File: src/rtl/core/neighbour_mean_smoothing_defines.svh
// ----------------------------------------------------------------------------
// Assertion macros for the neighbour mean smoothing block
// Concurrent checks that compile out when ASSERT_OFF is defined.
// ----------------------------------------------------------------------------
`ifndef NEIGHBOUR_MEAN_SMOOTHING_DEFINES_SVH
`define NEIGHBOUR_MEAN_SMOOTHING_DEFINES_SVH

`ifndef ASSERT_OFF
// Same-cycle implication
`define NMS_ASSERT_IMP(lbl, clk, rstn, ante, cons) \
    lbl: assert property (@(posedge clk) disable iff (!(rstn)) (ante) |-> (cons)) \
        else $error("nms assertion failed");
// Next-cycle implication
`define NMS_ASSERT_NXT(lbl, clk, rstn, ante, cons) \
    lbl: assert property (@(posedge clk) disable iff (!(rstn)) (ante) |=> (cons)) \
        else $error("nms assertion failed");
`else
`define NMS_ASSERT_IMP(lbl, clk, rstn, ante, cons)
`define NMS_ASSERT_NXT(lbl, clk, rstn, ante, cons)
`endif

`endif

File: src/rtl/core/nms_pkg.sv
// ----------------------------------------------------------------------------
// nms_pkg
// Widths, constants and the window tap table of the neighbour mean smoother.
// ----------------------------------------------------------------------------
package nms_pkg;

    localparam int MAX_ROWS    = 64;
    localparam int MAX_COLUMNS = 64;

    localparam int ROW_W  = 6;
    localparam int COL_W  = 6;
    // Address is row * MAX_COLUMNS + column; MAX_COLUMNS is a power of two,
    // so the address is the concatenation of row and column.
    localparam int ADDR_W = ROW_W + COL_W;
    localparam int DEPTH  = MAX_ROWS * MAX_COLUMNS;

    localparam int DATA_W = 16;
    localparam int DIM_W  = 7;
    localparam int CFG_IDX_W = 1;

    localparam logic [CFG_IDX_W-1:0] REG_ROW_COUNT    = 1'd0;
    localparam logic [CFG_IDX_W-1:0] REG_COLUMN_COUNT = 1'd1;

    localparam int CNT_W   = 4;                 // neighbour count 0..8
    localparam int SUM_W   = 19;                // eight signed 16-bit values
    localparam int FRAC_W  = 8;
    localparam int DVD_W   = SUM_W + FRAC_W;    // dividend magnitude
    localparam int QUO_W   = 24;                // mean_value width
    localparam int REM_W   = 3;                 // remainder below divisor <= 8
    localparam int STEP_W  = 5;                 // divider step counter

    localparam int TAP_W    = 4;
    localparam int TAP_LAST = 9;                // one past the last window tap
    localparam int TAP_MID  = 4;                // centre of the window

    // Offset codes for one axis of the window
    localparam logic [1:0] OFS_DEC  = 2'd0;
    localparam logic [1:0] OFS_SAME = 2'd1;
    localparam logic [1:0] OFS_INC  = 2'd2;

    typedef struct packed {
        logic [1:0] dr;
        logic [1:0] dc;
    } tap_t;

    // Window tap k, row major over the 3x3 window
    function automatic tap_t tap_offset(input logic [TAP_W-1:0] k);
        tap_t t;
        case (k)
            4'd0:    t = '{dr: OFS_DEC,  dc: OFS_DEC};
            4'd1:    t = '{dr: OFS_DEC,  dc: OFS_SAME};
            4'd2:    t = '{dr: OFS_DEC,  dc: OFS_INC};
            4'd3:    t = '{dr: OFS_SAME, dc: OFS_DEC};
            4'd4:    t = '{dr: OFS_SAME, dc: OFS_SAME};
            4'd5:    t = '{dr: OFS_SAME, dc: OFS_INC};
            4'd6:    t = '{dr: OFS_INC,  dc: OFS_DEC};
            4'd7:    t = '{dr: OFS_INC,  dc: OFS_SAME};
            4'd8:    t = '{dr: OFS_INC,  dc: OFS_INC};
            default: t = '{dr: OFS_SAME, dc: OFS_SAME};
        endcase
        return t;
    endfunction

endpackage

File: src/rtl/core/nms_div.sv
// ----------------------------------------------------------------------------
// nms_div
// Bit-serial restoring divider: signed sum * 256 over a count of 1 to 8.
// ----------------------------------------------------------------------------
module nms_div (
    input  logic                       aclk,
    input  logic                       aresetn,
    input  logic                       start,
    input  logic [nms_pkg::DVD_W-1:0]  dividend_mag,
    input  logic                       negate,
    input  logic [nms_pkg::CNT_W-1:0]  divisor,
    output logic                       done,
    output logic [nms_pkg::QUO_W-1:0]  quotient
);

    import nms_pkg::*;

    logic                busy_reg,  busy_next;
    logic                done_reg,  done_next;
    logic [STEP_W-1:0]   step_reg,  step_next;
    logic [DVD_W-1:0]    quo_reg,   quo_next;
    logic [REM_W-1:0]    rem_reg,   rem_next;
    logic [CNT_W-1:0]    dsr_reg,   dsr_next;
    logic                neg_reg,   neg_next;

    logic [REM_W:0]      trial;
    logic                fits;
    logic [REM_W:0]      diff;
    logic [QUO_W-1:0]    mag;

    always_comb begin
        trial = {rem_reg, quo_reg[DVD_W-1]};
        fits  = trial >= dsr_reg;
        diff  = trial - dsr_reg;

        busy_next = busy_reg;
        done_next = 1'b0;
        step_next = step_reg;
        quo_next  = quo_reg;
        rem_next  = rem_reg;
        dsr_next  = dsr_reg;
        neg_next  = neg_reg;

        if (start) begin
            busy_next = 1'b1;
            step_next = '0;
            quo_next  = dividend_mag;
            rem_next  = '0;
            dsr_next  = divisor;
            neg_next  = negate;
        end else if (busy_reg) begin
            // shift one quotient bit in per cycle
            quo_next = {quo_reg[DVD_W-2:0], fits};
            rem_next = fits ? diff[REM_W-1:0] : trial[REM_W-1:0];
            step_next = step_reg + 1'b1;
            if (step_reg == STEP_W'(DVD_W - 1)) begin
                busy_next = 1'b0;
                done_next = 1'b1;
            end
        end
    end

    always_ff @(posedge aclk) begin
        if (!aresetn) begin
            busy_reg <= 1'b0;
            done_reg <= 1'b0;
        end else begin
            busy_reg <= busy_next;
            done_reg <= done_next;
        end
        step_reg <= step_next;
        quo_reg  <= quo_next;
        rem_reg  <= rem_next;
        dsr_reg  <= dsr_next;
        neg_reg  <= neg_next;
    end

    // magnitude never exceeds 2^23, so the low bits hold it exactly
    assign mag      = quo_reg[QUO_W-1:0];
    assign quotient = neg_reg ? (~mag + 1'b1) : mag;
    assign done     = done_reg;

endmodule

File: config.mk
export PLATFORM = sky130hd
export DESIGN_NAME = nms_div
export DESIGN_NICKNAME = d
export VERILOG_FILES = /design/src/rtl/core/neighbour_mean_smoothing_defines.svh /design/src/rtl/core/nms_pkg.sv /design/src/rtl/core/nms_div.sv
export SDC_FILE = /design/constraint.sdc
export NUM_CORES = 1
export LEC_CHECK = 0
export ABC_CLOCK_PERIOD_IN_PS = 2500
export BUFFER_PORTS_ARGS = -buffer_cell sky130_fd_sc_hd__buf_4
export CORE_ASPECT_RATIO = 0.6
export CORE_UTILIZATION = 35
export CTS_BUF_LIST = sky130_fd_sc_hd__clkbuf_4 sky130_fd_sc_hd__clkbuf_8
export DETAILED_ROUTE_END_ITERATION = 8
export PLACE_DENSITY_LB_ADDON = 0.08
export REMOVE_ABC_BUFFERS = 1
export SYNTH_ARGS = -nofsm -noshare
export SYNTH_HDL_FRONTEND = slang
export SYNTH_SLANG_ARGS = --single-unit
File: constraint.sdc
create_clock -name aclk -period 2.5 [get_ports aclk]
set_clock_uncertainty 0.1 [all_clocks]
set_input_delay 0.25 -clock aclk [delete_from_list [all_inputs] [get_ports aclk]]
set_output_delay 0.25 -clock aclk [all_outputs]
set_load 0.02 [all_outputs]
==> run_results.csv <==
group,metric,value,unit
synth,netlist_instances,202,
synth,synthTopCellsByCount,"32 x edfxtp_1, 26 x mux2_2, 24 x xnor2_1",
clocking,cts-buffers-inserted,5,
critical_path,cp_top_family,"simple AND/OR/NAND/NOR gates",
timing,fin_ws,-0.0631,ns
critical_path,reg2regPathDepth,7,
critical_path,cp_num_buf_inv,1,
floorplan,core_area,6330,um2
routing,ant_nets,0,
cells_and_area,area_growth,35.8,%
routing,post_drt_wl_per_cell,14.6,um
min_path,min-delay-path-class,"in -> reg",
routing,drc_errors,0,
clocking,cts-root-buf,"clkbuf_8",
timing,post-route-period-util,103,%
timing,relSlewSlack,63.2,%
routing,wl,5380,um
routing,drtIter0Drc,131,
critical_path,worstPathArrival,2.21,ns
global_route,globalRouteTotalUtil,16.2,%
placement,gp_congestion,0.752,
floorplan,std_cell_rows,22,
floorplan,die_x,108,um
synth,synth_edf_count,32,
critical_path,worstPathCellList,"or4_4, or3_4, o31ai_2, xnor2_1, buf_4",
timing,tightest_slew,0.553,ns
clocking,htreeDepth,2,
routing,vias,1770,
critical_path,max_stage_delay,0.55,ns
clocking,clock_latency,0.29,ns
global_route,gr-total-overflow,0,
clocking,ctsHoldBuffers,0,
clocking,cts.sinks,42,
synth,ys_ff_latch,42,
critical_path,worstPathRequired,2.15,ns
global_route,grt_pass1_wl,8580,um
min_path,hold_depth,1,
global_route,antenna_found_initial,0,
critical_path,crit_path_max_fanout,4,
synth,yosysTopAreaCell,"edfxtp_1",
synth,syn_area,2380,um2
synth,yosysUniqueCellTypes,37,
cells_and_area,nets,327,
timing,setup_viol,3,
floorplan,initial_core_util,37.6,%
cells_and_area,antenna_cells,0,
timing,rsz0062_at_grt,"true",
synth,synthArstFlopShare,0,%
floorplan,die_area,7150,um2
flow_run,drv_cap,0,
routing,avgViaCountPerCell,4.80,
outcome,violations,"setup timing",
power,p_total,1960,uW
clocking,clk_pin_slew,0.08,ns
global_route,grt_max_degree,47,
power,power.leakage,0.00129,uW
critical_path,path_depth,5,
placement,dpl.hpwl,3840,um
outcome,outcome,"finished, violations left",
routing,drt_pass1_iterations,5,
synth,yosysMostFrequentCell,"edfxtp_1",
cells_and_area,final.fill_count,583,
synth,yosysWarnings,0,
timing,period_needed,2.56,ns
synth,syn_area_per_cell,11.8,um2
floorplan,die_h,65.9,um
floorplan,boundaryPins,60,
timing,hold_violations,0,
power,power_density,606,nW/um2
timing,fmax,390,MHz
critical_path,critPathCaptureType,"primary output",
clocking,cts_tree,"done",
cells_and_area,largest_reg_flops,27,
cells_and_area,drive_above_1_share,46.7,%
synth,yosysSeqAreaShare,48.8,%
timing,maxSlewViolCount,0,
power,irDropWorstVdd,0.000280,V
synth,synth_top_area_share,40.4,%
critical_path,slowest_stage,"or4_4",
critical_path,start_kind,"flip-flop",
synth,synthFlopType,"edfxtp_1",
placement,port_buffers,59,
global_route,grt_pass1_vias,1621,
critical_path,crit_type,"reg -> out",
synth,synth_area_leaders,"edfxtp_1 40%, mux2_2 12%, xnor2_1 8.8%, dfxtp_1 8.4%, ha_1 3.7%",
clocking,cts_buffer_depth,2,
cells_and_area,fin_util,51.1,%
## power breakdown
part	switching (uW)	leakage [uW]	internal (uW)
Sequential	62.5	0.000403	831
Combinational	298	0.000833	311
Clock	225	0.0000498	231
## what timing repair did
item	in CTS	in global routing
setup buffers	5	7
endpoints found under the setup margin	7	11
pin swaps	3	6
resized for setup	3	9
## kinds of logic after synthesis
group,count (synthesis),share of synthesized area (%)
compound gates,23,7.62
xor+xnor,27,9.93
fa+ha+maj,8,4.52
buf+inv,16,2.68
flops,42,48.8
mux,27,12.7
simple gates,59,13.8
## layout by cell type, fill, tap and decap left out, drive strengths merged, types with 2 or more instances in the layout
master / count
nand2: 20
inv: 8
nor4bb: 2
clkbuf: 8
a211oi: 3
or4: 4
nor3b: 2
dfxtp: 10
ha: 7
nand4: 4
nor4: 3
mux2: 26
edfxtp: 32
nand2b: 2
nor2: 11
or3: 2
xnor2: 24
buf: 83
o31ai: 6
o21ai: 11
nand3: 4
xor2: 3
nor3: 3
## worst reg2reg max path, stage by stage (launching register included)
cell and delay [ns]:
edfxtp_1 0.39, ha_1 0.20, fa_1 0.41, a21boi_0 0.14, o21ai_0 0.26, buf_4 0.19, nor3_1 0.05, or3_1 0.35
## worst paths after layout
path                                               from                      end  slack [ns]
worst max-delay path              quo_reg[17]$_DFFE_PP_             quotient[23]       -0.06
worst min register to register  rem_reg[2]$_SDFFE_PP0P_  rem_reg[2]$_SDFFE_PP0P_        0.39
worst min-delay path                         divisor[1]     dsr_reg[1]$_DFFE_PP_        0.03
worst max register to register     dsr_reg[0]$_DFFE_PP_  rem_reg[1]$_SDFFE_PP0P_        0.31
## through the flow
stage	setup TNS, ns	setup slack, ns	hold WS (ns)	instances	cell area [um2]
2_1_floorplan	0	0.304	0.222	194	2350
3_3_place_gp	0	0.188	0.329	349	3000
3_5_place_dp	0	0.138	0.330	349	3000
4_1_cts	-0.203	-0.0830	0.0220	362	3140
5_1_grt	-0.658	-0.166	0.0156	369	3230
6_report	-0.130	-0.0631	0.0341	369	3230
## metal layers
metal / part of all wire, % / GRT usage (%) / up-vias / routed length [um]
li1: - / - / 903 / -
met1: 55 / 25.7 / 816 / 2980
met2: 39 / 21.0 / 49 / 2110
met3: 5.0 / 4.14 / 2 / 268
met4: 0.41 / 4.05 / 0 / 22
met5: 0 / 0 / - / 0
## final cells by class
type | instances | area [um2] | area share (%)
inverters | 8 | 30.0 | 0.929
repair buffers | 83 | 636 | 19.7
flip-flops and latches | 42 | 1160 | 35.9
multi-input cells | 144 | 1210 | 37.4
well taps | 84 | 105 | 3.25
clock buffers | 8 | 91.3 | 2.83
Note: power is estimated with default switching activity, not from simulation.
